File: src/rtl/adbd_pkg.sv
// ---------------------------------------------------------------------------
// ADPCM block decoder package
// Shared types, constants and filter coefficient tables.
// ---------------------------------------------------------------------------
package adbd_pkg;

    localparam int unsigned SHIFT_W   = 4;
    localparam int unsigned FILTER_W  = 3;
    localparam int unsigned POS_W     = 4;
    localparam int unsigned SAMPLE_W  = 16;
    localparam int unsigned COEF_W    = 8;

    localparam logic [POS_W-1:0]    POS_HEADER  = 4'd0;
    localparam logic [POS_W-1:0]    POS_FLAGS   = 4'd1;
    localparam logic [POS_W-1:0]    POS_LAST    = 4'd15;
    localparam logic [SHIFT_W-1:0]  SHIFT_MAX   = 4'd12;
    localparam logic [SHIFT_W-1:0]  SHIFT_SUBST = 4'd9;
    localparam logic [FILTER_W-1:0] FILTER_MAX  = 3'd4;

    typedef logic signed [SAMPLE_W-1:0] sample_t;
    typedef logic signed [COEF_W-1:0]   coef_t;

    typedef struct packed {
        logic                valid;
        logic [3:0]          nibble;
        logic [SHIFT_W-1:0]  shift;
        logic [FILTER_W-1:0] filter;
        logic                last;
    } item_t;

    function automatic coef_t coef_pos(input logic [FILTER_W-1:0] f);
        coef_t c;
        case (f)
            3'd0:    c = 8'sd0;
            3'd1:    c = 8'sd60;
            3'd2:    c = 8'sd115;
            3'd3:    c = 8'sd98;
            3'd4:    c = 8'sd122;
            default: c = 8'sd0;
        endcase
        return c;
    endfunction

    function automatic coef_t coef_neg(input logic [FILTER_W-1:0] f);
        coef_t c;
        case (f)
            3'd0:    c = 8'sd0;
            3'd1:    c = 8'sd0;
            3'd2:    c = -8'sd52;
            3'd3:    c = -8'sd55;
            3'd4:    c = -8'sd60;
            default: c = 8'sd0;
        endcase
        return c;
    endfunction

endpackage

File: src/rtl/adbd_sample_calc.sv
// ---------------------------------------------------------------------------
// ADPCM sample calculation
// Scales one nibble, adds the prediction from the sample history and
// saturates the result to 16 bits.
// ---------------------------------------------------------------------------
module adbd_sample_calc (
    input  logic [3:0]                      nibble,
    input  logic [adbd_pkg::SHIFT_W-1:0]    shift,
    input  logic [adbd_pkg::FILTER_W-1:0]   filter,
    input  adbd_pkg::sample_t               newest,
    input  adbd_pkg::sample_t               older,
    output adbd_pkg::sample_t               sample
);
    import adbd_pkg::*;

    logic signed [15:0] scaled;
    logic signed [15:0] shifted;
    logic signed [23:0] newest_ext;
    logic signed [23:0] older_ext;
    logic signed [23:0] cpos_ext;
    logic signed [23:0] cneg_ext;
    logic signed [23:0] prod_pos;
    logic signed [23:0] prod_neg;
    logic signed [24:0] acc;
    logic signed [24:0] biased;
    logic signed [18:0] pred;
    logic signed [19:0] total;

    assign scaled     = $signed({nibble, 12'h000});
    assign shifted    = scaled >>> shift;
    assign newest_ext = 24'(newest);
    assign older_ext  = 24'(older);
    assign cpos_ext   = 24'(coef_pos(filter));
    assign cneg_ext   = 24'(coef_neg(filter));
    assign prod_pos   = newest_ext * cpos_ext;
    assign prod_neg   = older_ext * cneg_ext;
    assign acc        = 25'(prod_pos) + 25'(prod_neg) + 25'sd32;
    // Division by 64 rounds toward zero, so negative sums are biased first.
    assign biased     = acc[24] ? (acc + 25'sd63) : acc;
    assign pred       = $signed(biased[24:6]);
    assign total      = 20'(shifted) + 20'(pred);

    always_comb
    begin
        if (total > 20'sd32767)
        begin
            sample = 16'sh7fff;
        end
        else if (total < -20'sd32768)
        begin
            sample = 16'sh8000;
        end
        else
        begin
            sample = total[15:0];
        end
    end

endmodule

File: src/rtl/adbd_front.sv
// ---------------------------------------------------------------------------
// ADPCM block front end
// Tracks the byte position, latches the header and holds one data byte
// while its two nibbles are decoded.
// ---------------------------------------------------------------------------
module adbd_front (
    input  logic              clk,
    input  logic              rst_n,
    input  logic              in_valid,
    output logic              in_stall,
    input  logic [7:0]        data_byte,
    input  logic              take,
    output adbd_pkg::item_t   item
);
    import adbd_pkg::*;

    logic [POS_W-1:0]    pos_reg,     pos_next;
    logic [SHIFT_W-1:0]  shift_reg,   shift_next;
    logic [FILTER_W-1:0] filter_reg,  filter_next;
    logic                busy_reg,    busy_next;
    logic                half_reg,    half_next;
    logic [7:0]          byte_reg,    byte_next;
    logic [SHIFT_W-1:0]  ishift_reg,  ishift_next;
    logic [FILTER_W-1:0] ifilter_reg, ifilter_next;
    logic                ilast_reg,   ilast_next;

    logic accept;
    logic done;
    logic [SHIFT_W-1:0]  hdr_shift;
    logic [FILTER_W-1:0] hdr_filter;

    assign done       = busy_reg && half_reg && take;
    assign in_stall   = busy_reg && !done;
    assign accept     = in_valid && !in_stall;
    assign hdr_shift  = (data_byte[3:0] > SHIFT_MAX) ? SHIFT_SUBST : data_byte[3:0];
    assign hdr_filter = (data_byte[6:4] > FILTER_MAX) ? FILTER_MAX : data_byte[6:4];

    always_comb
    begin
        pos_next     = pos_reg;
        shift_next   = shift_reg;
        filter_next  = filter_reg;
        busy_next    = busy_reg;
        half_next    = half_reg;
        byte_next    = byte_reg;
        ishift_next  = ishift_reg;
        ifilter_next = ifilter_reg;
        ilast_next   = ilast_reg;

        if (busy_reg && take)
        begin
            if (half_reg)
            begin
                busy_next = 1'b0;
            end
            else
            begin
                half_next = 1'b1;
            end
        end

        if (accept)
        begin
            pos_next = pos_reg + 4'd1;
            if (pos_reg == POS_HEADER)
            begin
                shift_next  = hdr_shift;
                filter_next = hdr_filter;
            end
            else if (pos_reg != POS_FLAGS)
            begin
                busy_next    = 1'b1;
                half_next    = 1'b0;
                byte_next    = data_byte;
                ishift_next  = shift_reg;
                ifilter_next = filter_reg;
                ilast_next   = (pos_reg == POS_LAST);
            end
        end
    end

    always_ff @(posedge clk or negedge rst_n)
    begin
        if (!rst_n)
        begin
            pos_reg    <= '0;
            shift_reg  <= '0;
            filter_reg <= '0;
            busy_reg   <= 1'b0;
            half_reg   <= 1'b0;
        end
        else
        begin
            pos_reg    <= pos_next;
            shift_reg  <= shift_next;
            filter_reg <= filter_next;
            busy_reg   <= busy_next;
            half_reg   <= half_next;
        end
    end

    always_ff @(posedge clk)
    begin
        byte_reg    <= byte_next;
        ishift_reg  <= ishift_next;
        ifilter_reg <= ifilter_next;
        ilast_reg   <= ilast_next;
    end

    assign item.valid  = busy_reg;
    assign item.nibble = half_reg ? byte_reg[7:4] : byte_reg[3:0];
    assign item.shift  = ishift_reg;
    assign item.filter = ifilter_reg;
    assign item.last   = ilast_reg && half_reg;

endmodule

File: src/rtl/adpcm_block_decoder.sv
// ---------------------------------------------------------------------------
// ADPCM block decoder
// Each data byte is held in the front end and its two samples are computed in
// turn by the single sample unit through the sample history loop, each into the
// output register; a new byte is accepted as its second sample is taken.
// Reset clears the byte position, header fields and sample history to zero.
// ---------------------------------------------------------------------------
module adpcm_block_decoder (
    input  logic                      clk,
    input  logic                      rst_n,
    input  logic                      in_valid,
    output logic                      in_stall,
    input  logic [7:0]                data_byte,
    output logic                      out_valid,
    input  logic                      out_stall,
    output logic signed [15:0]        sample,
    output logic                      last_of_block
);
    import adbd_pkg::*;

    item_t   item;
    sample_t calc_sample;
    logic    out_adv;
    logic    take;

    sample_t newest_reg, newest_next;
    sample_t older_reg,  older_next;
    logic    out_valid_reg, out_valid_next;
    sample_t out_sample_reg, out_sample_next;
    logic    out_last_reg,   out_last_next;

    adbd_front u_front (
        .clk       (clk),
        .rst_n     (rst_n),
        .in_valid  (in_valid),
        .in_stall  (in_stall),
        .data_byte (data_byte),
        .take      (take),
        .item      (item)
    );

    adbd_sample_calc u_calc (
        .nibble (item.nibble),
        .shift  (item.shift),
        .filter (item.filter),
        .newest (newest_reg),
        .older  (older_reg),
        .sample (calc_sample)
    );

    assign out_adv = !out_valid_reg || !out_stall;
    assign take    = item.valid && out_adv;

    always_comb
    begin
        newest_next     = newest_reg;
        older_next      = older_reg;
        out_valid_next  = out_valid_reg;
        out_sample_next = out_sample_reg;
        out_last_next   = out_last_reg;
        if (out_adv)
        begin
            out_valid_next = take;
        end
        if (take)
        begin
            newest_next     = calc_sample;
            older_next      = newest_reg;
            out_sample_next = calc_sample;
            out_last_next   = item.last;
        end
    end

    always_ff @(posedge clk or negedge rst_n)
    begin
        if (!rst_n)
        begin
            newest_reg    <= '0;
            older_reg     <= '0;
            out_valid_reg <= 1'b0;
        end
        else
        begin
            newest_reg    <= newest_next;
            older_reg     <= older_next;
            out_valid_reg <= out_valid_next;
        end
    end

    always_ff @(posedge clk)
    begin
        out_sample_reg <= out_sample_next;
        out_last_reg   <= out_last_next;
    end

    assign out_valid     = out_valid_reg;
    assign sample        = out_sample_reg;
    assign last_of_block = out_last_reg;

endmodule
File: config.mk
export PLATFORM = sky130hd
export DESIGN_NAME = adpcm_block_decoder
export DESIGN_NICKNAME = d
export VERILOG_FILES = /design/src/rtl/adbd_pkg.sv /design/src/rtl/adbd_sample_calc.sv /design/src/rtl/adbd_front.sv /design/src/rtl/adpcm_block_decoder.sv
export SDC_FILE = /design/constraint.sdc
export NUM_CORES = 1
export LEC_CHECK = 0
export ABC_AREA = 0
export BUFFER_PORTS_ARGS = -buffer_cell sky130_fd_sc_hd__buf_2
export CAP_MARGIN = 20
export CORE_UTILIZATION = 60
export DETAILED_ROUTE_END_ITERATION = 10
export GPL_ROUTABILITY_DRIVEN = 1
export GPL_TIMING_DRIVEN = 0
export PLACE_DENSITY = 0.75
export SETUP_SLACK_MARGIN = 0.02
export SLEW_MARGIN = 10
export SYNTH_ARGS = -nofsm -noshare
export SYNTH_HDL_FRONTEND = slang
export SYNTH_HIERARCHICAL = 1
export SYNTH_SLANG_ARGS = --single-unit
File: constraint.sdc
create_clock -name clk -period 23.8 [get_ports clk]
set_input_delay 4.76 -clock clk [delete_from_list [all_inputs] [get_ports clk]]
set_output_delay 4.76 -clock clk [all_outputs]
set_load 0.02 [all_outputs]
==> flow_summary.toml <==
[timing]
worst_pin_slew_ps = 1130
drv_slew = 0
tns_ps = 0
fmax_ghz = 0.0818
slew_headroom = 0.240
rsz0062_at_grt = "no"
setup-violations-final = 0
hold_violations = 0
finClkSkew_ps = 8.73
min_period_ps = 12220
fin_crit_sh = 0.514

[synth]
netlist_area_um2 = 12600
synth_edf_count = 33
syn_inst = 1256
synth_common_cells = "inv_1, fa_1, ha_1, and2_1, nor2_1"
synth_warnings = 6
synthArstFlopShare = 0.582
yosysUniqueCellTypes = 73
synth_top_area_frac = 0.292
syn_nets = 1581
synth_seq_area_share = 0.170
ys_top_cells_by_area = "fa_1, ha_1, dfrtp_1"
synth_most_common_cell = "inv_1"
ys.flop_type = "dfrtp_1"
synth_top_area_cell = "fa_1"
syn_area_per_cell_um2 = 10.1
yosys_register_bits = 79

[finish]
nFillCells = 1656
finalNetCount = 1624
syn2layout_area_growth_pct = 6.75
antennaDiodeCount = 0
postLayoutCoreUtil = 0.660
drive_above_1_share = 0.109

[setup_path]
cp_top_family = "adder cells"
cpMaxStageDelayCell = "o21ai_0"
cp-start-kind = "flip-flop"
cpMostUsedCell = "fa_1"
worstPathRequired_ps = 24040
end_kind = "flip-flop"
critPathBufInv = 7
crit_path_max_incr_delay_ps = 870
crit_type = "flip-flop to flip-flop"
arrival_ps = 12470
path_max_fanout = 10

[detailed_routing]
drtIter0Drc = 537
num_vias = 9043
first_pass_iters = 5
drcViolationCount = 0
wl_per_cell_um = 18.6
via_per_inst = 5.75
ant_nets = 0
routed_wl_um = 29300

[grt]
grt_max_degree = 31
gr-total-overflow = 0
grt_antenna_before_repair = 0
grt_pass1_vias = 9499
grt_pass1_wl_um = 47600
track_usage = 0.288

[die]
ios = 31
rows = 52
die_y_um = 147
initial_utilization = 0.618
core_area_um2 = 20400
dieArea_um2 = 21600
die_x_um = 147

[clock_tree]
cts_made_buffers = 9
cts_resized = 0
root_buffer = "clkbuf_16"
clk_pin_slew_ps = 70
h-tree-depth = 3
cts_setup_buffers = 0
clock_sinks = 79
cts_buffer_depth = 2
cts_tree = "built"
clock_latency_ps = 350
cts_hold_buf = 0

[outcome]
status = "finished, final reports clean"

[placement]
gp_congestion = 0.920
io_buffers = 30
dp_hpwl_um = 23900

[worst_hold_path]
hp-class = "flip-flop to flip-flop"

[run]
drv_cap = 0
==> final cells by class <==
class	instances	area [um^2]	area share
plain buffers	31	169	0.0125
clock buffers	9	225	0.0167
clock inverters	7	113	0.00835
inverters	229	860	0.0637
multi-input cells	917	9460	0.702
flip-flops and latches	79	2140	0.159
well taps	270	338	0.0250
repair buffers	32	178	0.0132
==> logic make-up (layout without fill, tap and decap cells) <==
group,Yosys count,count (layout),synth area share
xor+xnor,59,59,0.0415
simple gates,328,328,0.145
flops,79,79,0.170
buf+inv,260,308,0.0814
compound gates,162,162,0.0935
fa+ha+maj,313,313,0.419
mux,55,55,0.0496
==> per-stage QoR <==
stage               hold WS (ps)  instance area (um^2)  instances  setup WS [ps]
detailed placement           436                 13100       1557          11870
finish                       450                 13500       1574          11580
CTS                          453                 13500       1573          11830
global placement             429                 13100       1556          11910
floorplan                    425                 12600       1256          13690
global route                 459                 13500       1574          11210
==> worst reg2reg max path, delay by kind of cell (launching register included) <==
kind,cells,cell delay (ps)
compound gates,13,3590
xor+xnor,2,450
flops,1,420
buf+inv,7,1970
simple gates,5,1450
fa+ha+maj,8,3640
mux,2,610
==> routing by layer <==
metal	share of wire	track usage	vias to the layer above
li1	-	-	4173
met1	0.42	0.369	4552
met2	0.50	0.486	258
met3	0.047	0.0407	60
met4	0.037	0.126	0
met5	0	0	-
==> worst paths after layout <==
kind | startpoint | end | slack (ps) | cells past startpoint
max in group asynchronous | rst_n | older_reg[1] | 18920 | 2
min | u_front/shift_reg[0] | u_front/ishift_reg[0] | 450 | 0
max | u_front/ifilter_reg[0] | newest_reg[13] | 11580 | 37
min in group asynchronous | rst_n | u_front/filter_reg[2] | 4340 | 1
min reg2reg | u_front/shift_reg[0] | u_front/ishift_reg[0] | 450 | 0
max reg2reg | u_front/ifilter_reg[0] | newest_reg[13] | 11580 | 37
==> cells in the final DEF (no fill, tap or decap), drive strengths merged, types with 5 or more instances in the layout <==
| cell | count |
|---|---|
| inv | 231 |
| fa | 184 |
| ha | 129 |
| and2 | 113 |
| nor2 | 53 |
| dfrtp | 46 |
| mux2 | 46 |
| nand2 | 45 |
| xnor2 | 44 |
| buf | 42 |
| a21oi | 40 |
| edfxtp | 33 |
| o21ai | 31 |
| a21o | 30 |
| clkbuf | 30 |
| and3 | 24 |
| nor2b | 19 |
| nand3 | 15 |
| xor2 | 15 |
| nand2b | 14 |
| or2 | 14 |
| nor3 | 10 |
| o211ai | 9 |
| mux2i | 9 |
| a21boi | 7 |
| nand4 | 6 |
| o31ai | 5 |
| nor4 | 5 |
| a211oi | 5 |
Power is left out: the tool's default activity adds up to more than one toggle a clock period on the data nets, which glitch-free logic cannot reach.
